File: src/hw/rtl/bffa_pkg.sv
// ----------------------------------------------------------------------------
// bffa_pkg
// Shared constants, types and helpers of the bitmap first-free allocator.
// ----------------------------------------------------------------------------
package bffa_pkg;

    localparam int MAP_BITS    = 8192;
    localparam int WORD_BITS   = 32;
    localparam int POOL_WORDS  = (MAP_BITS + WORD_BITS - 1) / WORD_BITS;
    localparam int STORE_WORDS = 2 * POOL_WORDS;
    localparam int WORD_AW     = $clog2(POOL_WORDS);
    localparam int ADDR_W      = $clog2(STORE_WORDS);
    localparam int POS_W       = $clog2(WORD_BITS);
    localparam int IDX_W       = 13;
    localparam int CNT_W       = 14;
    localparam int OP_W        = 2;
    localparam int CFG_IDX_W   = 2;

    localparam logic [CNT_W-1:0] CNT_MAX     = {CNT_W{1'b1}};
    localparam logic [CNT_W-1:0] CFG_RESET   = CNT_W'(8192);
    localparam logic [CNT_W-1:0] MAP_BITS_C  = CNT_W'(MAP_BITS);

    typedef enum logic [OP_W-1:0] {
        OP_ALLOC = 2'd0,
        OP_TEST  = 2'd1,
        OP_SET   = 2'd2,
        OP_CLEAR = 2'd3
    } op_t;

    typedef enum logic [CFG_IDX_W-1:0] {
        REG_INODE_LIMIT  = 2'd0,
        REG_BLOCK_LIMIT  = 2'd1,
        REG_FREE_INODES  = 2'd2,
        REG_FREE_BLOCKS  = 2'd3
    } cfg_idx_t;

    typedef enum logic [1:0] {
        ST_CLEAR,
        ST_IDLE,
        ST_SCAN,
        ST_BIT
    } state_t;

    typedef struct packed {
        logic [CNT_W-1:0] inode_limit;
        logic [CNT_W-1:0] block_limit;
        logic [CNT_W-1:0] initial_free_inodes;
        logic [CNT_W-1:0] initial_free_blocks;
    } cfg_t;

    // bit position of a one-hot word
    function automatic logic [POS_W-1:0] onehot_pos(input logic [WORD_BITS-1:0] oh);
        logic [POS_W-1:0] pos;
        pos = '0;
        for (int i = 0; i < WORD_BITS; i++)
        begin
            if (oh[i])
            begin
                pos = pos | POS_W'(i);
            end
        end
        return pos;
    endfunction

endpackage

File: src/hw/rtl/bffa_cfg.sv
// ----------------------------------------------------------------------------
// bffa_cfg
// Configuration register file: pool limits and initial free counts.
// ----------------------------------------------------------------------------
module bffa_cfg (
    input  logic                           clk,
    input  logic                           rst_n,
    input  logic                           cfg_valid,
    output logic                           cfg_ready,
    input  logic [bffa_pkg::CFG_IDX_W-1:0] cfg_index,
    input  logic [bffa_pkg::CNT_W-1:0]     cfg_data,
    output bffa_pkg::cfg_t                 cfg
);
    import bffa_pkg::*;

    cfg_t cfg_reg;
    cfg_t cfg_next;

    assign cfg_ready = 1'b1;

    always_comb
    begin
        cfg_next = cfg_reg;
        if (cfg_valid)
        begin
            unique case (cfg_idx_t'(cfg_index))
                REG_INODE_LIMIT: cfg_next.inode_limit         = cfg_data;
                REG_BLOCK_LIMIT: cfg_next.block_limit         = cfg_data;
                REG_FREE_INODES: cfg_next.initial_free_inodes = cfg_data;
                REG_FREE_BLOCKS: cfg_next.initial_free_blocks = cfg_data;
                default:         cfg_next = cfg_reg;
            endcase
        end
    end

    always_ff @(posedge clk or negedge rst_n)
    begin
        if (!rst_n)
        begin
            cfg_reg.inode_limit         <= CFG_RESET;
            cfg_reg.block_limit         <= CFG_RESET;
            cfg_reg.initial_free_inodes <= CFG_RESET;
            cfg_reg.initial_free_blocks <= CFG_RESET;
        end
        else
        begin
            cfg_reg <= cfg_next;
        end
    end

    assign cfg = cfg_reg;

endmodule

File: config.mk
export PLATFORM = sky130hd
export DESIGN_NAME = bffa_cfg
export DESIGN_NICKNAME = d
export VERILOG_FILES = /design/src/hw/rtl/bffa_pkg.sv /design/src/hw/rtl/bffa_cfg.sv
export SDC_FILE = /design/constraint.sdc
export NUM_CORES = 1
export LEC_CHECK = 0
export BUFFER_PORTS_ARGS = -buffer_cell sky130_fd_sc_hd__buf_2
export CELL_PAD_IN_SITES_DETAIL_PLACEMENT = 0
export CELL_PAD_IN_SITES_GLOBAL_PLACEMENT = 1
export CORE_ASPECT_RATIO = 1.2
export CORE_MARGIN = 2
export CORE_UTILIZATION = 30
export CTS_CLUSTER_SIZE = 16
export DETAILED_ROUTE_END_ITERATION = 12
export HOLD_SLACK_MARGIN = 0.03
export PLACE_DENSITY_LB_ADDON = 0.2
export SLEW_MARGIN = 20
export SYNTH_ARGS = -nofsm -noshare
export SYNTH_HDL_FRONTEND = slang
export SYNTH_SLANG_ARGS = --single-unit
File: constraint.sdc
create_clock -name clk -period 0.9 [get_ports clk]
set_input_delay 0.135 -clock clk [delete_from_list [all_inputs] [get_ports clk]]
set_output_delay 0.135 -clock clk [all_outputs]
set_load 0.01 [all_outputs]
==> flow_summary.toml, run 1 <==
[run_status]
status = "finished, violations left"
violations = "setup timing"

[global_route]
antenna_found_initial = 0
grt_overflow = 0
grt_usage = 0.122
grt_max_degree = 57
grt_pass1_wl_um = 7020
grt_pass1_vias = 1382

[setup_path]
worst_setup_path_start_kind = "flop"
arrival_ns = 0.96
rrSetupSlack_ns = 0.02
worstReg2RegStart = "cfg[35]"
timing.rr.end = "cfg[35]"
cp_slowest_cell = "dfstp_2"
critPathMaxFanout = 2
r2r_cells = 2
path_class = "reg2out"
max_stage_delay_ns = 0.56
cp-end-kind = "output port"
crit_chain = "buf_6"
crit_family = "flip-flops"
cp_num_buf_inv = 1
crit_required_ns = 0.76

[timing]
rsz0062_at_grt = "yes"
fmax_mhz = 913
hold_violations = 0
min_period_ns = 1.10
fin_ws_ns = -0.196
setup_violations = 56
clock_skew_ns = 0
fin_crit_sh = 1.22
slew_violations = 0
final.setup.tns_ns = -3.79

[clock_tree]
clk_latency_ns = 0.30
cts_tree = "built"
htree_levels = 2
cts.sinks = 56
clockBufferDepth = 2
numCtsBuffers = 5
clk_pin_slew_worst_paths_ns = 0.09
clockRootBuffer = "clkbuf_8"

[detailed_routing]
top_layer = "met4"
drt_iter0_markers = 38
ant_nets = 0
wl_um = 4540
drcViolationCount = 0
wl_met2_um = 2370
drtPass1Iterations = 2
post_drt_wl_per_cell_um = 15.2
wl_met1_um = 1830
vias_per_cell = 4.45
via_count = 1326
dr_wl_met3_um = 279

[yosys]
yosysSeqAreaShare = 0.664
syn_nets = 141
synth.avg_cell_area_sq_um = 17.4
yosys_warnings = 0
synth_cells = 122
synth_area_sq_mm = 0.00212
synth-seq-cells = 56
synthDistinctLibCells = 8

[power]
p_per_area_mw_per_mm2 = 2160
power.leakage_nw = 1.37
vdd.ir_drop.worst_mv = 0.749

[worst_hold_path]
min_path_type = "in2reg"
min_to = "cfg[40]"
hold_depth = 2
hp-start = "cfg_data[12]"

[place]
dp_cells = 286
place.gp.congestion = 0.618
io_buffer_count = 74
dp_slack_ns = -0.252
hpwl_um = 3160

[die]
pin_count = 76
die_w_um = 80.7
die_y_um = 96.0
dieArea_sq_mm = 0.00775
start_util = 0.309
num_rows = 33
design.core.area_sq_mm = 0.00685

[finish]
largest_register_ff_count = 56
final_common_cell = "buf_2"
final_cell_mix = "buf_2 (61), mux2_2 (54), dfrtp_1 (52)"
fin_cells = 298
drive_above_1_share = 0.725
antenna_cells = 0
nets = 229
syn2layout_area_growth_pct = 36.9
fill_cells = 669

[run]
drv_cap = 0
-- per-layer routing --
metal,global-route usage,vias to the layer above
met4,0.0381,0
met3,0.0347,6
met2,0.210,42
met1,0.147,672
li1,-,606
met5,0,-
-- per-stage QoR --
stage	total power, W	cell area (sq um)	utilization	hold slack, ns
final	0.00626	2900	0.423	0.106
after global routing	0.00665	2900	0.423	0.0929
after CTS	0.00630	2870	0.419	0.0965
after detailed placement	0.00478	2690	0.392	0.158
after global placement	0.00472	2690	0.392	0.149
after floorplan	0.00401	2140	-	-0.161
-- layout make-up --
cell class | count | area (sq um) | area share
Sequential cell | 56 | 1410 | 0.485
Timing Repair Buffer | 86 | 607 | 0.209
Tap cell | 87 | 109 | 0.0376
Multi-Input combinational cell | 61 | 686 | 0.237
Clock buffer | 8 | 90.1 | 0.0311
-- timing repair --
action                                 CTS  global route
endpoints found under the hold margin   52             0
setup endpoints to repair               56            58
buffers inserted                         3             0
hold buffers                             1             0
gates resized for setup                 10             5
-- where the power goes --
part	switching, W	internal, W	leakage (nW)
sequential	0.000260	0.00302	0.657
clock	0.000731	0.000629	0.0455
combinational	0.000693	0.000930	0.664
-- worst max-delay path by stage --
stage,from,slack [ns],end,depth (start not counted)
detailed placement,cfg_index[1],-0.25,cfg[45],4
global placement,cfg_index[1],-0.22,cfg[44],4
floorplan,cfg_index[1],-0.13,cfg[42],3
finish,cfg[55],-0.20,cfg[55],1
global route,cfg[41],-0.23,cfg[41],1
CTS,cfg[13],-0.20,cfg[13],1
-- cell families after synthesis --
family,share of synthesized area
AND/OR/NAND/NOR,0.0183
buffers and inverters,0.0177
flip-flops,0.664
other,0.00177
multiplexers,0.298
-- synth_stat cells --
library cell	count	area share
nor3b_4	1	0.0089
dfstp_2	4	0.050
conb_1	1	0.0018
mux2_2	56	0.30
dfrtp_1	52	0.61
nand3b_1	2	0.0071
buf_4	5	0.018
nand3_1	1	0.0024
(Power assumes the default switching activity.)
==> run 2, diff against run 1 <==
--- a/config.mk
+++ b/config.mk
@@ -5,6 +5,7 @@
 export SDC_FILE = /design/constraint.sdc
 export NUM_CORES = 1
 export LEC_CHECK = 0
+export ABC_AREA = 1
 export BUFFER_PORTS_ARGS = -buffer_cell sky130_fd_sc_hd__buf_2
 export CELL_PAD_IN_SITES_DETAIL_PLACEMENT = 0
 export CELL_PAD_IN_SITES_GLOBAL_PLACEMENT = 1
==> run 2 against run 1 <==
The run still ends with setup timing left. Critical path type unchanged. Largest cell class unchanged. Utilization rose by 0.14 points. Clock-buffer cell count fell by 3. Wire length rose by 46%.
==> flow_summary.toml, run 2 <==
[die]
start_util = 0.310
num_rows = 35
die_y_um = 102
pin_count = 76
die_w_um = 85.5
design.core.area_sq_mm = 0.00771
dieArea_sq_mm = 0.00870

[setup_path]
max_stage_delay_ns = 0.56
r2r_cells = 4
cp-end-kind = "output port"
critPathMaxFanout = 2
cp_slowest_cell = "dfstp_2"
timing.rr.end = "cfg[39]"
cp_num_buf_inv = 1
path_class = "reg2out"
crit_required_ns = 0.76
crit_family = "flip-flops"
crit_chain = "buf_6"
worstReg2RegStart = "cfg[39]"
worst_setup_path_start_kind = "flop"
arrival_ns = 0.97
rrSetupSlack_ns = 0.05

[clock_tree]
clockRootBuffer = "clkbuf_8"
cts_tree = "built"
clk_latency_ns = 0.31
htree_levels = 2
numCtsBuffers = 5
clockBufferDepth = 2
cts.sinks = 56
clk_pin_slew_worst_paths_ns = 0.10

[yosys]
synth_edf_count = 0
synth_flop_cell = "dfrtp_1"
syn_nets = 271
yosysMostFrequentCell = "nand2_1"
synth_top_cell_by_area = "dfrtp_1"
synthSimpleGateAreaFrac = 0.334
synth_commonest_cells = "nand2_1 (113), dfrtp_1 (52), nand4_1 (42)"
synth_xor_xnor_area_share = 0
synth_compound_area_frac = 0
yosysSeqAreaShare = 0.588
synth_fa_ha_area_frac = 0
synthDistinctLibCells = 12
synth.area.top_cells = "dfrtp_1 (54%), nand2_1 (18%), nand4_1 (11%), buf_6 (4.7%), dfstp_2 (4.4%)"
synth_top_family_by_area = "simple AND/OR/NAND/NOR gates"
async_flop_share = 1.00
synth-seq-cells = 56
yosys.area.top_type_share = 0.544
synth_cells = 252
synth_area_sq_mm = 0.00239
synth.area.mux_share = 0
yosys_warnings = 0
synth.avg_cell_area_sq_um = 9.49

[finish]
nets = 377
final_cell_mix = "nand2_1 (113), buf_2 (64), dfrtp_1 (52)"
final_common_cell = "nand2_1"
antenna_cells = 0
largest_register_ff_count = 56
fill_cells = 820
drive_above_1_share = 0.379
syn2layout_area_growth_pct = 36.7
fin_util = 0.424

[detailed_routing]
drcViolationCount = 0
wl_um = 6650
ant_nets = 0
top_layer = "met4"
drtPass1Iterations = 4
dr_wl_met3_um = 329
wl_met1_um = 2920
vias_per_cell = 4.67
wl_met2_um = 3280
drt_iter0_markers = 138
post_drt_wl_per_cell_um = 14.7
via_count = 2104

[power]
power_frac_seq = 0.502
swShare = 0.311
p_sw_w = 0.00196
p_clk_frac = 0.226
power.leakage_nw = 1.81
vdd.ir_drop.worst_mv = 0.669
combinationalPowerShare = 0.272
p_per_area_mw_per_mm2 = 1930
p_int_w = 0.00434

[timing]
fin_hold_ws_ns = 0.0830
slew_violations = 0
fin_ws_ns = -0.200
rsz0062_at_grt = "yes"
fmax_mhz = 909
setup_violations = 56
min_period_ns = 1.10
hold_violations = 0
clock_skew_ns = 0
fin_crit_sh = 1.22

[global_route]
grt_usage = 0.160
antenna_found_initial = 0
grt_pass1_vias = 2112
grt_max_degree = 57
grt_overflow = 0
grt_pass1_wl_um = 11000

[place]
io_buffer_count = 74
hpwl_um = 4610
place.gp.congestion = 0.753

[worst_hold_path]
min_to = "cfg[13]"
hold_depth = 3
hp-start = "cfg_data[13]"
min_path_type = "in2reg"

[run]
drv_cap = 0

[run_status]
status = "finished, violations left"
violations = "setup timing"
==> run 2: cell types whose count changed after synthesis, moves of 3 or more <==
cell | before | now
nand3_2 | 0 | 3
buf_6 | 0 | 10
nand4_1 | 0 | 42
nand3_1 | 1 | 14
buf_2 | 0 | 5
mux2_2 | 56 | 0
nand2_1 | 0 | 113
==> run 2: power by group through the flow <==
| stage | registers (W) | clock network, W | logic (W) |
|---|---|---|---|
| global placement | 0.00321 | 0 | 0.00137 |
| global route | 0.00321 | 0.00159 | 0.00192 |
| finish | 0.00316 | 0.00142 | 0.00171 |
| CTS | 0.00316 | 0.00149 | 0.00162 |
| floorplan | 0.00338 | 0 | 0.000488 |
| detailed placement | 0.00321 | 0 | 0.00138 |
==> run 2: worst min-delay path: cells and delay by family <==
family | cells | cell delay (ns)
and+or+nand+nor | 2 | 0.14
buffers and inverters | 1 | 0.13
==> run 2: routing by layer <==
| layer | vias to the layer above | track usage |
|---|---|---|
| met2 | 46 | 0.263 |
| met5 | - | 0 |
| met3 | 11 | 0.0350 |
| li1 | 1049 | - |
| met4 | 0 | 0.0476 |
| met1 | 998 | 0.214 |
==> run 2: worst max path at each step <==
| stage | start | to | slack (ns) | cells after the start |
|---|---|---|---|---|
| final | cfg[41] | cfg[41] | -0.20 | 1 |
| after global placement | cfg_valid | cfg[37] | -0.05 | 4 |
| after detailed placement | cfg_valid | cfg[38] | -0.07 | 4 |
| after floorplan | cfg_index[1] | cfg[42] | 0.17 | 5 |
| after global routing | cfg[27] | cfg[27] | -0.23 | 1 |
| after CTS | cfg[41] | cfg[41] | -0.22 | 1 |
==> run 2: metrics by stage <==
| stage | area [sq um] | setup TNS [ns] | total power (W) | cells | setup slack (ns) |
|---|---|---|---|---|---|
| floorplan | 2390 | 0 | 0.00387 | 252 | 0.166 |
| global placement | 2910 | -0.778 | 0.00458 | 416 | -0.0452 |
| detailed placement | 2910 | -1.11 | 0.00459 | 416 | -0.0715 |
| CTS | 3180 | -5.76 | 0.00628 | 442 | -0.217 |
| global route | 3270 | -7.01 | 0.00672 | 451 | -0.235 |
| finish | 3270 | -4.85 | 0.00630 | 451 | -0.200 |
==> run 2: cells by family (layout without fill, tap and decap cells) <==
kind of cell / Yosys count / count (layout)
buffers and inverters: 22 / 129
flip-flops: 56 / 56
other: 1 / 1
AND/OR/NAND/NOR: 173 / 173
==> run 2: area by class of cell <==
type	count	area (sq um)	area share
tap	92	115	0.0352
sequential	56	1410	0.430
inverter	2	7.51	0.00230
clock buffer	5	68.8	0.0210
clock inverter	3	21.3	0.00651
timing repair buffer	119	848	0.259
multi-input combinational	174	802	0.245
==> run 2: timing repair <==
item | CTS | global route
hold buffers | 1 | 0
endpoints found under the hold margin | 52 | 0
pin swaps | 0 | 0
setup endpoints to repair | 56 | 56
resized for setup | 6 | 4
buffers inserted | 17 | 9
