$ cat src/hw/rtl/bffa_pkg.sv
// ----------------------------------------------------------------------------
// bffa_pkg
// Shared constants, types and helpers of the bitmap first-free allocator.
// ----------------------------------------------------------------------------
package bffa_pkg;

    localparam int MAP_BITS    = 8192;
    localparam int WORD_BITS   = 32;
    localparam int POOL_WORDS  = (MAP_BITS + WORD_BITS - 1) / WORD_BITS;
    localparam int STORE_WORDS = 2 * POOL_WORDS;
    localparam int WORD_AW     = $clog2(POOL_WORDS);
    localparam int ADDR_W      = $clog2(STORE_WORDS);
    localparam int POS_W       = $clog2(WORD_BITS);
    localparam int IDX_W       = 13;
    localparam int CNT_W       = 14;
    localparam int OP_W        = 2;
    localparam int CFG_IDX_W   = 2;

    localparam logic [CNT_W-1:0] CNT_MAX     = {CNT_W{1'b1}};
    localparam logic [CNT_W-1:0] CFG_RESET   = CNT_W'(8192);
    localparam logic [CNT_W-1:0] MAP_BITS_C  = CNT_W'(MAP_BITS);

    typedef enum logic [OP_W-1:0] {
        OP_ALLOC = 2'd0,
        OP_TEST  = 2'd1,
        OP_SET   = 2'd2,
        OP_CLEAR = 2'd3
    } op_t;

    typedef enum logic [CFG_IDX_W-1:0] {
        REG_INODE_LIMIT  = 2'd0,
        REG_BLOCK_LIMIT  = 2'd1,
        REG_FREE_INODES  = 2'd2,
        REG_FREE_BLOCKS  = 2'd3
    } cfg_idx_t;

    typedef enum logic [1:0] {
        ST_CLEAR,
        ST_IDLE,
        ST_SCAN,
        ST_BIT
    } state_t;

    typedef struct packed {
        logic [CNT_W-1:0] inode_limit;
        logic [CNT_W-1:0] block_limit;
        logic [CNT_W-1:0] initial_free_inodes;
        logic [CNT_W-1:0] initial_free_blocks;
    } cfg_t;

    // bit position of a one-hot word
    function automatic logic [POS_W-1:0] onehot_pos(input logic [WORD_BITS-1:0] oh);
        logic [POS_W-1:0] pos;
        pos = '0;
        for (int i = 0; i < WORD_BITS; i++)
        begin
            if (oh[i])
            begin
                pos = pos | POS_W'(i);
            end
        end
        return pos;
    endfunction

endpackage

$ cat src/hw/rtl/bffa_ctrl.sv
// ----------------------------------------------------------------------------
// bffa_ctrl
// Sequencer around the bitmap memory: clearing pass, first-free scan,
// single-bit read-modify-write, allocation counters and result registers.
// ----------------------------------------------------------------------------
module bffa_ctrl (
    input  logic                           clk,
    input  logic                           rst_n,
    input  bffa_pkg::cfg_t                 cfg,
    input  logic                           start,
    output logic                           busy,
    input  logic [bffa_pkg::OP_W-1:0]      op,
    input  logic                           pool,
    input  logic [bffa_pkg::IDX_W-1:0]     bit_index,
    output logic                           done,
    output logic [bffa_pkg::CNT_W-1:0]     alloc_number,
    output logic                           found,
    output logic                           bit_value,
    output logic [bffa_pkg::CNT_W-1:0]     free_left,
    output logic                           ram_we,
    output logic [bffa_pkg::ADDR_W-1:0]    ram_waddr,
    output logic [bffa_pkg::WORD_BITS-1:0] ram_wdata,
    output logic [bffa_pkg::ADDR_W-1:0]    ram_raddr,
    input  logic [bffa_pkg::WORD_BITS-1:0] ram_rdata
);
    import bffa_pkg::*;

    localparam logic [WORD_BITS-1:0] ONES = {WORD_BITS{1'b1}};
    localparam logic [POS_W-1:0]     TOP_POS = POS_W'(WORD_BITS - 1);

    state_t                state_reg, state_next;
    logic [ADDR_W-1:0]     clr_addr_reg, clr_addr_next;
    op_t                   op_reg;
    logic                  pool_reg;
    logic [WORD_AW-1:0]    word_reg, word_next;
    logic [POS_W-1:0]      pos_reg;
    logic [WORD_AW-1:0]    last_word_reg;
    logic [WORD_BITS-1:0]  last_mask_reg;
    logic [CNT_W-1:0]      inode_allocs_reg, inode_allocs_next;
    logic [CNT_W-1:0]      block_allocs_reg, block_allocs_next;

    logic                  done_reg;
    logic [CNT_W-1:0]      alloc_number_reg;
    logic                  found_reg;
    logic                  bit_value_reg;
    logic [CNT_W-1:0]      free_left_reg;

    logic                  capture;
    logic                  fin;
    logic                  fin_found;
    logic [CNT_W-1:0]      fin_number;
    logic                  fin_value;
    logic                  fin_pool;

    logic [CNT_W-1:0]      lim_raw;
    logic [CNT_W-1:0]      lim_clip;
    logic [CNT_W-1:0]      lim_m1;
    logic [WORD_AW-1:0]    in_word;
    logic [WORD_BITS-1:0]  cand;
    logic [WORD_BITS-1:0]  iso;
    logic [WORD_BITS-1:0]  bit_mask;

    logic [CNT_W-1:0]      sel_allocs;
    logic [CNT_W-1:0]      allocs_after;
    logic [CNT_W-1:0]      init_sel;

    assign lim_raw  = pool ? cfg.block_limit : cfg.inode_limit;
    assign lim_clip = (lim_raw > MAP_BITS_C) ? MAP_BITS_C : lim_raw;
    assign lim_m1   = lim_clip - CNT_W'(1);
    assign in_word  = bit_index[IDX_W-1:POS_W];

    assign cand     = ~ram_rdata & ((word_reg == last_word_reg) ? last_mask_reg : ONES);
    assign iso      = cand & (~cand + WORD_BITS'(1));
    assign bit_mask = ONES & (WORD_BITS'(1) << pos_reg);

    always_comb
    begin
        state_next    = state_reg;
        clr_addr_next = clr_addr_reg;
        word_next     = word_reg;
        capture       = 1'b0;
        fin           = 1'b0;
        fin_found     = 1'b0;
        fin_number    = '0;
        fin_value     = 1'b0;
        ram_we        = 1'b0;
        ram_waddr     = {pool_reg, word_reg};
        ram_wdata     = ram_rdata;
        ram_raddr     = {pool_reg, WORD_AW'(word_reg + 1'b1)};

        unique case (state_reg)
            ST_CLEAR:
            begin
                ram_we        = 1'b1;
                ram_waddr     = clr_addr_reg;
                ram_wdata     = '0;
                clr_addr_next = clr_addr_reg + 1'b1;
                if (clr_addr_reg == ADDR_W'(STORE_WORDS - 1))
                begin
                    state_next = ST_IDLE;
                end
            end
            ST_IDLE:
            begin
                if (start)
                begin
                    capture = 1'b1;
                    if (op_t'(op) == OP_ALLOC)
                    begin
                        ram_raddr = {pool, {WORD_AW{1'b0}}};
                        word_next = '0;
                        if (lim_clip == '0)
                        begin
                            fin = 1'b1;
                        end
                        else
                        begin
                            state_next = ST_SCAN;
                        end
                    end
                    else
                    begin
                        ram_raddr  = {pool, in_word};
                        word_next  = in_word;
                        state_next = ST_BIT;
                    end
                end
            end
            ST_SCAN:
            begin
                if (|cand)
                begin
                    ram_we     = 1'b1;
                    ram_wdata  = ram_rdata | iso;
                    fin        = 1'b1;
                    fin_found  = 1'b1;
                    fin_number = {1'b0, word_reg, onehot_pos(iso)} + CNT_W'(1);
                    state_next = ST_IDLE;
                end
                else if (word_reg == last_word_reg)
                begin
                    fin        = 1'b1;
                    state_next = ST_IDLE;
                end
                else
                begin
                    word_next = word_reg + 1'b1;
                end
            end
            ST_BIT:
            begin
                fin        = 1'b1;
                state_next = ST_IDLE;
                case (op_reg)
                    OP_TEST:  fin_value = ram_rdata[pos_reg];
                    OP_SET:
                    begin
                        ram_we    = 1'b1;
                        ram_wdata = ram_rdata | bit_mask;
                    end
                    OP_CLEAR:
                    begin
                        ram_we    = 1'b1;
                        ram_wdata = ram_rdata & ~bit_mask;
                    end
                    default:  fin_value = 1'b0;
                endcase
            end
            default:
            begin
                state_next = ST_IDLE;
            end
        endcase
    end

    // allocation counters and free count of the finishing transaction
    always_comb
    begin
        fin_pool          = (state_reg == ST_IDLE) ? pool : pool_reg;
        sel_allocs        = fin_pool ? block_allocs_reg : inode_allocs_reg;
        init_sel          = fin_pool ? cfg.initial_free_blocks : cfg.initial_free_inodes;
        allocs_after      = sel_allocs;
        if (fin_found && (sel_allocs != CNT_MAX))
        begin
            allocs_after = sel_allocs + CNT_W'(1);
        end
        inode_allocs_next = inode_allocs_reg;
        block_allocs_next = block_allocs_reg;
        if (fin)
        begin
            if (fin_pool)
            begin
                block_allocs_next = allocs_after;
            end
            else
            begin
                inode_allocs_next = allocs_after;
            end
        end
    end

    always_ff @(posedge clk or negedge rst_n)
    begin
        if (!rst_n)
        begin
            state_reg        <= ST_CLEAR;
            clr_addr_reg     <= '0;
            inode_allocs_reg <= '0;
            block_allocs_reg <= '0;
            done_reg         <= 1'b0;
        end
        else
        begin
            state_reg        <= state_next;
            clr_addr_reg     <= clr_addr_next;
            inode_allocs_reg <= inode_allocs_next;
            block_allocs_reg <= block_allocs_next;
            done_reg         <= fin;
        end
    end

    always_ff @(posedge clk)
    begin
        word_reg <= word_next;
        if (capture)
        begin
            op_reg        <= op_t'(op);
            pool_reg      <= pool;
            pos_reg       <= bit_index[POS_W-1:0];
            last_word_reg <= lim_m1[IDX_W-1:POS_W];
            last_mask_reg <= ONES >> (TOP_POS - lim_m1[POS_W-1:0]);
        end
        if (fin)
        begin
            alloc_number_reg <= fin_number;
            found_reg        <= fin_found;
            bit_value_reg    <= fin_value;
            free_left_reg    <= (init_sel > allocs_after) ? (init_sel - allocs_after) : '0;
        end
    end

    assign busy         = (state_reg != ST_IDLE);
    assign done         = done_reg;
    assign alloc_number = alloc_number_reg;
    assign found        = found_reg;
    assign bit_value    = bit_value_reg;
    assign free_left    = free_left_reg;

endmodule

$ cat config.mk
export PLATFORM = sky130hd
export DESIGN_NAME = bffa_ctrl
export DESIGN_NICKNAME = d
export VERILOG_FILES = /design/src/hw/rtl/bffa_pkg.sv /design/src/hw/rtl/bffa_ctrl.sv
export SDC_FILE = /design/constraint.sdc
export NUM_CORES = 1
export LEC_CHECK = 0
export BUFFER_PORTS_ARGS = -buffer_cell sky130_fd_sc_hd__buf_4
export CAP_MARGIN = 5
export CORE_MARGIN = 2
export CORE_UTILIZATION = 57
export CTS_CLUSTER_SIZE = 24
export DETAILED_ROUTE_END_ITERATION = 6
export PLACE_DENSITY = 0.82
export SLEW_MARGIN = 15
export SYNTH_ARGS = -nofsm -noshare
export SYNTH_HDL_FRONTEND = slang
export SYNTH_SLANG_ARGS = --single-unit
$ cat constraint.sdc
create_clock -name clk -period 6.54 [get_ports clk]
set_input_delay 0 -clock clk [delete_from_list [all_inputs] [get_ports clk]]
set_output_delay 0 -clock clk [all_outputs]
set_load 0.05 [all_outputs]
==> implementation parameters, run 1 <==
Parameter                              Value

Pwr
  Leakage power ... 4.96 nW
  VDD IR-drop max ... 366 µV
  Total chip power ... 3.77 mW
  Power density cells ... 303 nW/µm²

Yosys
  Synthesized net count ... 1237
  Mapped cell area ... 10100 µm²
  Warning count from the yosys run ... 0
  Proportion of synthesized chip area in sequential cells ... 35.0%
  Post-synthesis area per instance ... 9.16 µm²
  Number of different library cells in the post-synthesis netlist ... 89
  Number of flip-flops and latches in the synthesized netlist ... 125
  Commonest register cell after synthesis ... edfxtp_1
  Number of standard cells after synthesis ... 1107
  Count of flip-flops with a built-in enable after synthesis ... 85
  Fraction of synthesis flops using an asynchronous set or reset pin ... 32.0%

Detailed routing
  Drc violations ... 0
  First-pass detailed-route iteration total ... 6
  Count of vias placed by the detailed router ... 10027
  Total detailed-routing wirelength ... 35300 µm
  Routed WL per cell ... 23.1 µm
  Violation count after the first detailed-routing iteration ... 1222
  Vias per inst ... 6.57
  Antenna violation net count after detailed routing ... 0

Die
  Vertical die dimension ... 137 µm
  Initial standard-cell utilization of the core ... 58.4%
  Boundary pin count ... 190
  Std cell rows ... 48
  Area of the die ... 18900 µm²
  Die width ... 137 µm
  Core Box Area ... 17400 µm²

Placement
  Input/output buffers ... 189
  Post-placement cell count ... 1476
  Final estimated routing congestion in global placement ... 1.01
  Post-DP HPWL ... 26400 µm

Min path
  Cell depth of the worst min-delay path ... 4
  Worst min-delay path category ... in -> reg
  Hold Crit Start ... cfg[54]
  End point of the most critical hold path ... last_word_reg[7]

Cells and area
  Final Net Count ... 1419
  Max reg flops ... 31
  Layout Cells excl Fill ... 1527
  Fraction of final layout cells sized beyond drive strength 1 ... 27.0%
  Antenna fix cells ... 0
  Total area of multi-input combinational cells ... 6000 µm²
  Filler Cells Inserted ... 1283
  Register Area ... 3550 µm²
  Synthesis-to-finish area growth ... 22.7%

Job
  Total of max-cap violations ... 0

Worst setup path
  Setup crit start kind ... register
  FF-to-FF path depth ... 23
  Worst endpoint data arrival time ... 6.26 ns
  Worst reg-to-reg setup slack ... 0.46 ns
  Crit-path slowest cell ... edfxtp_1
  Largest stage delay on the critical path ... 0.48 ns
  Required time reported for the critical path endpoint ... 6.73 ns
  Cell type with the highest occurrence count on the critical path ... a21o_1
  Cell Chain, Critical Path ... xnor2_1 > and4_1 > buf_4 > a31oi_1 > nor4_4 > nand2_2 > nor4_4 > buf_4 > nor4b_1 > buf_4 > nor2_1 > inv_1 > ha_1 > a21o_1 > a21oi_1 > o221ai_1 > a21o_1 > a21o_1 > a21o_1 > a21o_1 > a21oi_1 > o21ai_1 > and3b_1
  Crit path max fanout ... 14
  Crit end category ... register
  Crit Path Class ... reg -> reg
  Launch instance of the worst register-to-register path ... word_reg[1]
  Worst r2r dst ... free_left[5]

GRT
  First-pass GRT wire length ... 53100 µm
  Number of global-route vias before repair ... 9375
  Global-route usage over all layers ... 37.3%
  Initial antenna violation count ... 0
  Pin count of the biggest net entering global routing ... 54
  Overall overflow remaining after global route ... 0

STA
  Setup repair after global routing missed its margin ... false
  Min cycle time layout ... 6.08 ns
  Peak clock frequency supported by timing ... 0.165 GHz
  Transition time at the pin with the least slew margin ... 1.17 ns
  Number of setup violations in the final report ... 0
  Worst hold-check slack ... 0.0274 ns
  Max-slew violation count ... 0
  Share of the clock period used by the worst path after layout ... 92.9%
  Worst Skew ... 0.0154 ns
  Setup TNS after final layout ... 0 ns
  Worst relative slew slack ... 21.4%
  Number of hold violations in the final report ... 0

Clock network
  CTS sink count ... 125
  Clock buffer depth ... 2
  Clk Tree Root Cell ... clkbuf_16
  Clock Pin Slew Worst Setup and Hold Paths ... 0.06 ns
  CTS tree ... done
  Number of CTS-inserted buffers ... 17
  CTS HTree Levels ... 4
  Worst-skew pair later-pin latency ... 0.44 ns

Outcome
  Run status ... complete, no violations
-- worst max-delay path, delay by kind of cell (launching register included) --
kind,cells,cell delay [ns]
xor gates and xnor gates,1,0.35
DFF,1,0.48
adders and majority gates,1,0.35
buffers and inverters,4,0.75
AOI/OAI and AO/OA,10,2.01
and+or+nand+nor,7,1.86
-- cells in the mapped netlist, types with 10 or more instances --
library cell  count  area [µm²]
a21o_1           11        82.6
a21oi_1          56         280
a31oi_1          20         125
and2_1           15        93.8
buf_2            11        55.1
buf_4            11        82.6
clkbuf_1         37         139
dfrtp_1          40        1000
edfxtp_1         85        2550
ha_1             22         275
inv_1            67         251
mux2_1           13         146
mux2_2           44         495
mux2i_1          30         300
mux4_2           10         225
nand2_1          92         345
nand3_1          38         190
nand4_1          23         144
nor2_1           67         251
nor3_1           31         155
o21ai_0          87         435
o31a_1           10        87.6
o31ai_1          16         120
or3_1            16         100
xnor2_1          32         280
xor2_1           19         166
-- area by class of cell --
cell class / instances / share of cell area, %
Clock buffer: 17 / 3.42
Clock inverter: 15 / 1.14
Inverter: 69 / 2.08
Multi-Input combinational cell: 844 / 48.2
Sequential cell: 125 / 28.5
Tap cell: 225 / 2.26
Timing Repair Buffer: 232 / 14.4
-- stage by stage --
| step | cell area, µm² | utilization, % | worst slack, ns |
|---|---|---|---|
| CTS | 12400 | 71.6 | 0.231 |
| floorplan | 10100 | - | 0.923 |
| global route | 12400 | 71.7 | 0.0302 |
| global placement | 11700 | 67.3 | 0.402 |
| detailed placement | 11700 | 67.3 | 0.260 |
| finish | 12400 | 71.7 | 0.461 |
-- worst max-delay path by stage --
stage / from / endpoint / slack, ns / cells after the start
floorplan: state_reg[0] / free_left[6] / 0.92 / 25
global placement: word_reg[2] / free_left[5] / 0.40 / 22
detailed placement: word_reg[2] / free_left[13] / 0.26 / 22
CTS: word_reg[2] / free_left[5] / 0.23 / 22
global route: word_reg[2] / free_left[5] / 0.03 / 22
finish: word_reg[1] / free_left[5] / 0.46 / 23
-- timing repair --
| item | CTS | global route |
|---|---|---|
| endpoints found under the hold margin | 57 | 0 |
| hold buffers | 19 | 0 |
| buffers inserted | 0 | 0 |
| gates resized for setup | 0 | 3 |
| setup endpoints to repair | 0 | 13 |
-- power by group --
group          internal, mW  switching, mW  leakage, nW
Clock                 0.505          0.413        0.282
Combinational         0.554           1.17         3.34
Sequential             1.03          0.104         1.34
-- layout by cell type, fill, tap and decap left out, types with 10 or more instances in the layout --
master	instances
nand4_1	23
a21oi_1	56
o31ai_1	15
or3_1	16
nor2_1	66
mux2_2	44
xor2_1	19
nand2_1	92
a21o_1	11
nand3_1	38
o21ai_0	86
ha_1	22
mux2_1	13
nor3_1	31
a31oi_1	20
inv_1	65
o31a_1	10
dlygate4sd3_1	19
xnor2_1	32
dfrtp_1	40
edfxtp_1	85
buf_4	213
mux4_2	10
mux2i_1	30
clkbuf_16	17
and2_1	15
-- per-layer routing --
metal | track usage (%) | vias to the layer above | share of wire, %
met3 | 8.24 | 99 | 12
li1 | - | 4513 | -
met5 | 0 | - | 0
met1 | 52.7 | 4751 | 41
met2 | 57.3 | 664 | 44
met4 | 11.2 | 0 | 2.6
-- cell families (layout without fill, tap and decap cells) --
| group | after synthesis | count (layout) | share of synthesized area, % |
|---|---|---|---|
| mux | 98 | 98 | 11.6 |
| compound gates | 291 | 291 | 18.7 |
| flops | 125 | 125 | 35.0 |
| simple gates | 375 | 375 | 20.2 |
| fa+ha+maj | 23 | 23 | 2.91 |
| xor+xnor | 57 | 57 | 5.37 |
| buf+inv | 138 | 333 | 6.09 |
Power figures use the tool's default switching activity.
==> inputs of run 2 (changes only) <==
Settings changed: ABC_AREA from default to 1, PLACE_DENSITY 0.82 to 0.79.
==> run 2 against run 1 <==
Net effect:
- utilization shrank 0.96 points
- sequential cell count stayed put
- synthesized area down 2.2%
- global-route usage is 2.8 points lower
- sequential power is 24% lower
- sequential share of layout area rose by 0.69 points
- largest cell class unchanged
- highest routed layer unchanged
==> implementation parameters, run 2 <==
Parameter                              Value

Outcome
  Run status ... complete, no violations (unchanged)

STA
  Number of setup violations in the final report ... 0 (unchanged)
  Min cycle time layout ... 5.94 ns (was 6.08 ns)
  Worst hold-check slack ... 0.0548 ns (was 0.0274 ns)
  Setup TNS after final layout ... 0 ns (unchanged)
  Peak clock frequency supported by timing ... 0.168 GHz (was 0.165 GHz)
  Worst relative slew slack ... 25.1% (was 21.4%)
  Number of hold violations in the final report ... 0 (unchanged)
  Max-slew violation count ... 0 (unchanged)
  Transition time at the pin with the least slew margin ... 1.12 ns (was 1.17 ns)
  Minimum setup slack in the final design ... 0.600 ns (was 0.461 ns)
  Worst Skew ... 0.0109 ns (was 0.0154 ns)
  Share of the clock period used by the worst path after layout ... 90.8% (was 92.9%)
  Setup repair after global routing missed its margin ... false (unchanged)

Clock network
  CTS tree ... done (unchanged)
  CTS HTree Levels ... 4 (unchanged)
  CTS sink count ... 125 (unchanged)
  Clk Tree Root Cell ... clkbuf_16 (unchanged)
  Clock Pin Slew Worst Setup and Hold Paths ... 0.07 ns (was 0.06 ns)
  Post-CTS Setup Bufs ... 0 (unchanged)
  Worst-skew pair later-pin latency ... 0.44 ns (about the same)
  Number of CTS-inserted buffers ... 17 (unchanged)
  Clock buffer depth ... 2 (unchanged)

Pwr
  Power density cells ... 169 nW/µm² (was 303 nW/µm²)
  VDD IR-drop max ... 176 µV (was 366 µV)
  Leakage power ... 5.76 nW (was 4.96 nW)
  Total chip power ... 2.06 mW (was 3.77 mW)

Detailed routing
  Routed WL per cell ... 17.7 µm (was 23.1 µm)
  First-pass detailed-route iteration total ... 6 (unchanged)
  Count of vias placed by the detailed router ... 10270 (was 10027)
  Drc violations ... 0 (unchanged)
  Violation count after the first detailed-routing iteration ... 1343 (was 1222)
  Antenna violation net count after detailed routing ... 0 (unchanged)
  Vias per inst ... 5.75 (was 6.57)
  Total detailed-routing wirelength ... 31600 µm (was 35300 µm)

Placement
  Post-placement cell count ... 1741 (was 1476)
  Post-place setup slack ... 0.558 ns (was 0.260 ns)
  Input/output buffers ... 189 (unchanged)
  Post-DP HPWL ... 24100 µm (was 26400 µm)
  Final estimated routing congestion in global placement ... 0.975 (was 1.01)

Yosys
  Post-synthesis area per instance ... 7.26 µm² (was 9.16 µm²)
  Number of different library cells in the post-synthesis netlist ... 57 (was 89)
  Area share of fa/ha/maj cells after synthesis ... 2.98% (was 2.91%)
  Number of flip-flops and latches in the synthesized netlist ... 125 (unchanged)
  Top-area cell type share of the netlist area ... 25.7% (was 25.2%)
  Number of standard cells after synthesis ... 1366 (was 1107)
  Fraction of synthesis flops using an asynchronous set or reset pin ... 32.0% (unchanged)
  Main combinational cell family by area after synthesis ... simple AND/OR/NAND/NOR gates (unchanged)
  Simple logic cell fraction of the synthesized area ... 30.5% (was 20.2%)
  Cells taking the most area after synthesis ... edfxtp_1 26%, nand2_1 12%, dfrtp_1 10%, inv_1 7.3%, o21ai_0 5.5% (was edfxtp_1 25%, dfrtp_1 9.9%, mux2_2 4.9%, o21ai_0 4.3%, nand2_1 3.4%)
  Cell with the most instances after synthesis ... nand2_1 (unchanged)
  Proportion of synthesized chip area in sequential cells ... 35.8% (was 35.0%)
  Mapped cell area ... 9920 µm² (was 10100 µm²)
  Count of flip-flops with a built-in enable after synthesis ... 85 (unchanged)
  Warning count from the yosys run ... 0 (unchanged)
  Multiplexer area fraction after synthesis ... 0.706% (was 11.6%)
  Synth top cells by count ... 329 x nand2_1, 192 x inv_1, 123 x nor2_1, 109 x o21ai_0, 85 x edfxtp_1 (was 92 x nand2_1, 87 x o21ai_0, 85 x edfxtp_1, 67 x inv_1, 67 x nor2_1)
  Xor/xnor share of the synthesized area ... 3.62% (was 5.37%)
  Compound-cell area share of the yosys netlist ... 16.3% (was 18.7%)
  Synthesized net count ... 1496 (was 1237)
  Cell taking the most area after synthesis ... edfxtp_1 (unchanged)
  Commonest register cell after synthesis ... edfxtp_1 (unchanged)

Die
  Area of the die ... 18500 µm² (was 18900 µm²)
  Die width ... 136 µm (was 137 µm)
  Vertical die dimension ... 136 µm (was 137 µm)
  Initial standard-cell utilization of the core ... 57.8% (was 58.4%)
  Boundary pin count ... 190 (unchanged)
  Std cell rows ... 48 (unchanged)
  Core Box Area ... 17200 µm² (was 17400 µm²)

Worst setup path
  Cell class contributing the biggest share of worst-path delay ... compound AO/OA/AOI/OAI gates (unchanged)
  Crit end category ... register (unchanged)
  Crit-path slowest cell ... o21ai_2 (was edfxtp_1)
  Required time reported for the critical path endpoint ... 6.72 ns (was 6.73 ns)
  Worst endpoint data arrival time ... 6.12 ns (was 6.26 ns)
  Crit Path Class ... reg -> reg (unchanged)
  Largest stage delay on the critical path ... 0.56 ns (was 0.48 ns)
  Cell type with the highest occurrence count on the critical path ... nand2_1 (was a21o_1)
  Setup crit start kind ... register (unchanged)
  Number of buffer and inverter instances along the worst setup path ... 4 (unchanged)
  Crit path max fanout ... 23 (was 14)

Cells and area
  Synthesis-to-finish area growth ... 22.5% (was 22.7%)
  Final Net Count ... 1677 (was 1419)
  Commonest cells after routing, fill and taps aside ... 329 x nand2_1, 195 x buf_4, 192 x inv_1 (was 213 x buf_4, 92 x nand2_1, 86 x o21ai_0)
  Commonest non-fill, non-tap cell in the layout ... nand2_1 (was buf_4)
  Filler Cells Inserted ... 1441 (was 1283)
  Layout Cells excl Fill ... 1785 (was 1527)
  Fraction of final layout cells sized beyond drive strength 1 ... 19.9% (was 27.0%)
  Max reg flops ... 31 (unchanged)
  Antenna fix cells ... 0 (unchanged)

Min path
  Worst min-delay path category ... in -> reg (unchanged)

Job
  Total of max-cap violations ... 0 (unchanged)

GRT
  Initial antenna violation count ... 0 (unchanged)
  Pin count of the biggest net entering global routing ... 64 (was 54)
  Global-route usage over all layers ... 34.5% (was 37.3%)
  Number of global-route vias before repair ... 9506 (was 9375)
  Overall overflow remaining after global route ... 0 (unchanged)
  First-pass GRT wire length ... 49100 µm (was 53100 µm)
-- run 2: changes by cell type in the layout (fill, tap and decap cells not counted), moves of 22 or more --
cell	change
inv_1	+127
mux2_2	-44
mux2i_1	-23
nand2_1	+237
nand3_1	+35
nor2_1	+56
o21ai_0	+23
o221ai_1	+22
o311ai_0	+22
-- run 2: repair_timing --
action	in CTS	in global routing
hold endpoints to repair	52	0
hold buffers	12	0
gates resized for setup	0	0
endpoints found under the setup margin	0	0
-- run 2: tightest hold or removal path: stages --
cell and delay (ns):
buf_4 0.07, inv_1 0.03, nor2_1 0.12, nand2_1 0.06, o21ai_0 0.09
-- run 2: metrics by stage --
stage | util, % | instance area [µm²]
6_report | 70.8 | 12200
5_1_grt | 70.8 | 12200
4_1_cts | 70.7 | 12100
3_5_place_dp | 66.6 | 11400
3_3_place_gp | 66.6 | 11400
2_1_floorplan | - | 9920
-- run 2: cell type report --
cell class,count,area [µm²],share of cell area (%)
Clock buffer,17,425,3.50
Clock inverter,15,156,1.29
Inverter,204,766,6.30
Multi-Input combinational cell,992,5390,44.3
Sequential cell,125,3550,29.2
Tap cell,225,282,2.32
Timing Repair Buffer,207,1580,13.0
-- run 2: report_power, final --
group | leakage [nW] | switching, mW | internal, mW
sequential | 1.28 | 0.000519 | 0.854
clock | 0.290 | 0.427 | 0.513
combinational | 4.19 | 0.159 | 0.104
total | 5.76 | 0.587 | 1.47
-- run 2: cell families after synthesis --
group,after synthesis
flip-flops,125
AND/OR/NAND/NOR,656
XOR/XNOR,41
AO/OA/AOI/OAI,265
multiplexers,7
buffers and inverters,249
adder cells (fa/ha/maj),23
-- run 2: final timing paths --
path / start / to / cells after the start / slack (ns)
max: state_reg[0] / free_left[5] / 27 / 0.60
min: bit_index[12] / word_reg[7] / 5 / 0.05
max reg2reg: state_reg[0] / free_left[5] / 27 / 0.60
min reg2reg: inode_allocs_reg[4] / inode_allocs_reg[4] / 2 / 0.48
max in group asynchronous: rst_n / inode_allocs_reg[2] / 2 / 6.07
min in group asynchronous: rst_n / inode_allocs_reg[8] / 2 / 0.11
-- run 2: layer usage --
metal	global-route usage (%)	part of all wire, %	vias up
met5	0	0	-
met4	14.0	3.4	0
met3	6.04	9.5	88
met2	53.5	45	559
met1	47.9	43	4662
li1	-	-	4961
==> inputs of run 3 (changes only) <==
Settings changed: CORE_MARGIN 2 to default.
==> run 3 against run 2 <==
Net effect:
- clock power hardly changed
- critical path type unchanged
- fmax is 4.7% higher
- hold slack worse by 0.029 ns
- largest cell class unchanged
- via count is 0.30% lower
==> implementation parameters, run 3 (synthesized netlist as in run 2, its figures left out) <==
Parameter                              Value

Min path
  Worst min-delay path category ... in -> reg (unchanged)

STA
  Worst Skew ... 0.0111 ns (was 0.0109 ns)
  Transition time at the pin with the least slew margin ... 1.11 ns (was 1.12 ns)
  Number of setup violations in the final report ... 0 (unchanged)
  Minimum setup slack in the final design ... 0.867 ns (was 0.600 ns)
  Max-slew violation count ... 0 (unchanged)
  Worst relative slew slack ... 25.9% (was 25.1%)
  Setup repair after global routing missed its margin ... false (unchanged)
  Number of hold violations in the final report ... 0 (unchanged)
  Min cycle time layout ... 5.67 ns (was 5.94 ns)
  Peak clock frequency supported by timing ... 0.176 GHz (was 0.168 GHz)
  Setup TNS after final layout ... 0 ns (unchanged)
  Share of the clock period used by the worst path after layout ... 86.7% (was 90.8%)

Die
  Core Box Area ... 16800 µm² (was 17200 µm²)
  Std cell rows ... 47 (was 48)
  Area of the die ... 17900 µm² (was 18500 µm²)
  Boundary pin count ... 190 (unchanged)
  Die width ... 134 µm (was 136 µm)
  Vertical die dimension ... 134 µm (was 136 µm)
  Initial standard-cell utilization of the core ... 59.2% (was 57.8%)

Detailed routing
  Drc violations ... 0 (unchanged)
  Highest metal layer with signal wires ... met4 (unchanged)
  Violation count after the first detailed-routing iteration ... 1037 (was 1343)
  First-pass detailed-route iteration total ... 5 (was 6)
  Count of vias placed by the detailed router ... 10239 (was 10270)
  Metal1 wirelength ... 13700 µm (was 13400 µm)
  Amount of wire on met3 after detailed routing ... 3020 µm (was 3000 µm)
  Routed WL per cell ... 17.6 µm (was 17.7 µm)
  Met2 wire len ... 13700 µm (was 14100 µm)
  Antenna violation net count after detailed routing ... 0 (unchanged)
  Vias per inst ... 5.75 (about the same)
  Total detailed-routing wirelength ... 31400 µm (was 31600 µm)

Cells and area
  Register Area ... 3550 µm² (unchanged)
  Max reg flops ... 31 (unchanged)
  Filler Cells Inserted ... 1383 (was 1441)
  Fraction of final layout cells sized beyond drive strength 1 ... 20.0% (was 19.9%)
  Final Net Count ... 1678 (was 1677)
  Commonest cells after routing, fill and taps aside ... 329 x nand2_1, 197 x buf_4, 192 x inv_1 (was 329 x nand2_1, 195 x buf_4, 192 x inv_1)
  Synthesis-to-finish area growth ... 22.6% (was 22.5%)
  Antenna fix cells ... 0 (unchanged)
  Commonest non-fill, non-tap cell in the layout ... nand2_1 (unchanged)
  Cell area after layout ... 12200 µm² (about the same)
  Total area of multi-input combinational cells ... 5390 µm² (unchanged)
  Final core area utilization ... 72.6% (was 70.8%)

Worst setup path
  Crit path max fanout ... 26 (was 23)
  Setup crit start kind ... register (unchanged)
  Crit end category ... register (unchanged)
  Worst endpoint data arrival time ... 5.85 ns (was 6.12 ns)
  Crit Path Class ... reg -> reg (unchanged)
  Required time reported for the critical path endpoint ... 6.72 ns (about the same)

Placement
  Final estimated routing congestion in global placement ... 0.949 (was 0.975)
  Placed Area ... 11500 µm² (was 11400 µm²)
  Post-DP HPWL ... 24100 µm (about the same)
  Post-place setup slack ... 0.810 ns (was 0.558 ns)
  Input/output buffers ... 189 (unchanged)

Pwr
  Internal power summed over all cells ... 1.47 mW (about the same)
  Total chip power ... 2.06 mW (about the same)
  VDD IR-drop max ... 186 µV (was 176 µV)
  Part of the total power dissipated in the clock network ... 45.7% (about the same)
  Leakage power ... 5.77 nW (was 5.76 nW)
  Switching power as a share of total power ... 28.6% (was 28.5%)
  Power density cells ... 170 nW/µm² (was 169 nW/µm²)
  Switching power of the nets ... 0.590 mW (was 0.587 mW)
  Sequential power share ... 41.5% (was 41.6%)
  Part of the total power dissipated in combinational logic ... 12.8% (about the same)

GRT
  Initial antenna violation count ... 0 (unchanged)
  First-pass GRT wire length ... 49200 µm (was 49100 µm)
  Overall overflow remaining after global route ... 0 (unchanged)
  Global-route usage over all layers ... 35.8% (was 34.5%)
  Number of global-route vias before repair ... 9558 (was 9506)
  Pin count of the biggest net entering global routing ... 64 (unchanged)

Clock network
  Post-CTS Setup Bufs ... 0 (unchanged)
  Clk Tree Root Cell ... clkbuf_16 (unchanged)
  Clock Pin Slew Worst Setup and Hold Paths ... 0.07 ns (about the same)
  Number of CTS-inserted buffers ... 17 (unchanged)
  Worst-skew pair later-pin latency ... 0.44 ns (about the same)
  Clock buffer depth ... 2 (unchanged)
  CTS tree ... done (unchanged)
  CTS sink count ... 125 (unchanged)
  CTS HTree Levels ... 4 (unchanged)

Job
  Total of max-cap violations ... 0 (unchanged)

Outcome
  Run status ... complete, no violations (unchanged)
-- run 3: changes by cell type in the layout (fill, tap and decap cells not counted) --
cell           change
buf_4              +2
clkinv_8           +1
dlygate4sd3_1      -1
clkinv_4           +1
inv_8              +1
inv_6              -3
-- run 3: routing by layer --
metal | track usage, % | vias to the layer above
li1 | - | 4964
met1 | 49.8 | 4620
met2 | 54.1 | 587
met3 | 7.82 | 68
met4 | 14.1 | 0
met5 | 0 | -
-- run 3: critical path: stages (launching register included) --
cell and delay, ns:
edfxtp_1 0.47, xnor2_1 0.20, nand2_1 0.10, nor2_4 0.53, nand3_1 0.22, nand2_1 0.17
nand2_1 0.15, nor2_4 0.24, nand2_1 0.10, nor2_2 0.21, a21oi_4 0.21, nand2_2 0.25
xnor2_1 0.21, ha_1 0.25, inv_1 0.06, fa_1 0.40, a221o_1 0.38, a21oi_1 0.21
o21ai_0 0.15, nand3_1 0.10, nand2_1 0.08, nand3_1 0.07, nand2_1 0.07, o31ai_2 0.18
inv_1 0.20, o21ai_0 0.12, a21oi_1 0.06
-- run 3: final cells by class --
type	count	area share, %
multi-input cells	992	44.3
flip-flops and latches	125	29.2
repair buffers	208	13.1
inverters	204	6.30
clock buffers	17	3.50
well taps	220	2.26
clock inverters	15	1.37
-- run 3: timing repair --
item	CTS	global route
resized for setup	0	0
hold buffers	11	0
endpoints found under the setup margin	0	0
hold endpoints to repair	50	0
-- run 3: worst paths after layout --
path | startpoint | slack (ns) | end | depth (start not counted)
worst max-delay path | word_reg[3] | 0.87 | free_left[5] | 26
worst min-delay path | bit_index[10] | 0.03 | word_reg[5] | 5
worst max register to register | word_reg[3] | 0.87 | free_left[5] | 26
worst min register to register | inode_allocs_reg[4] | 0.48 | inode_allocs_reg[4] | 2
max in group asynchronous | rst_n | 6.09 | block_allocs_reg[1] | 2
min in group asynchronous | rst_n | 0.09 | done | 2
-- run 3: power by group through the flow --
stage / clock network [mW] / registers (mW) / logic, mW
finish: 0.943 / 0.855 / 0.265
global route: 0.986 / 0.855 / 0.292
CTS: 0.949 / 0.855 / 0.259
detailed placement: 0 / 0.871 / 0.249
global placement: 0 / 0.871 / 0.246
floorplan: 0 / 0.871 / 0.152
-- run 3: per-stage QoR --
step	hold slack, ns	std cells
global route	0.0631	1781
CTS	0.0162	1781
finish	0.0261	1781
detailed placement	0.00348	1738
global placement	0.00646	1738
floorplan	-0.296	1366
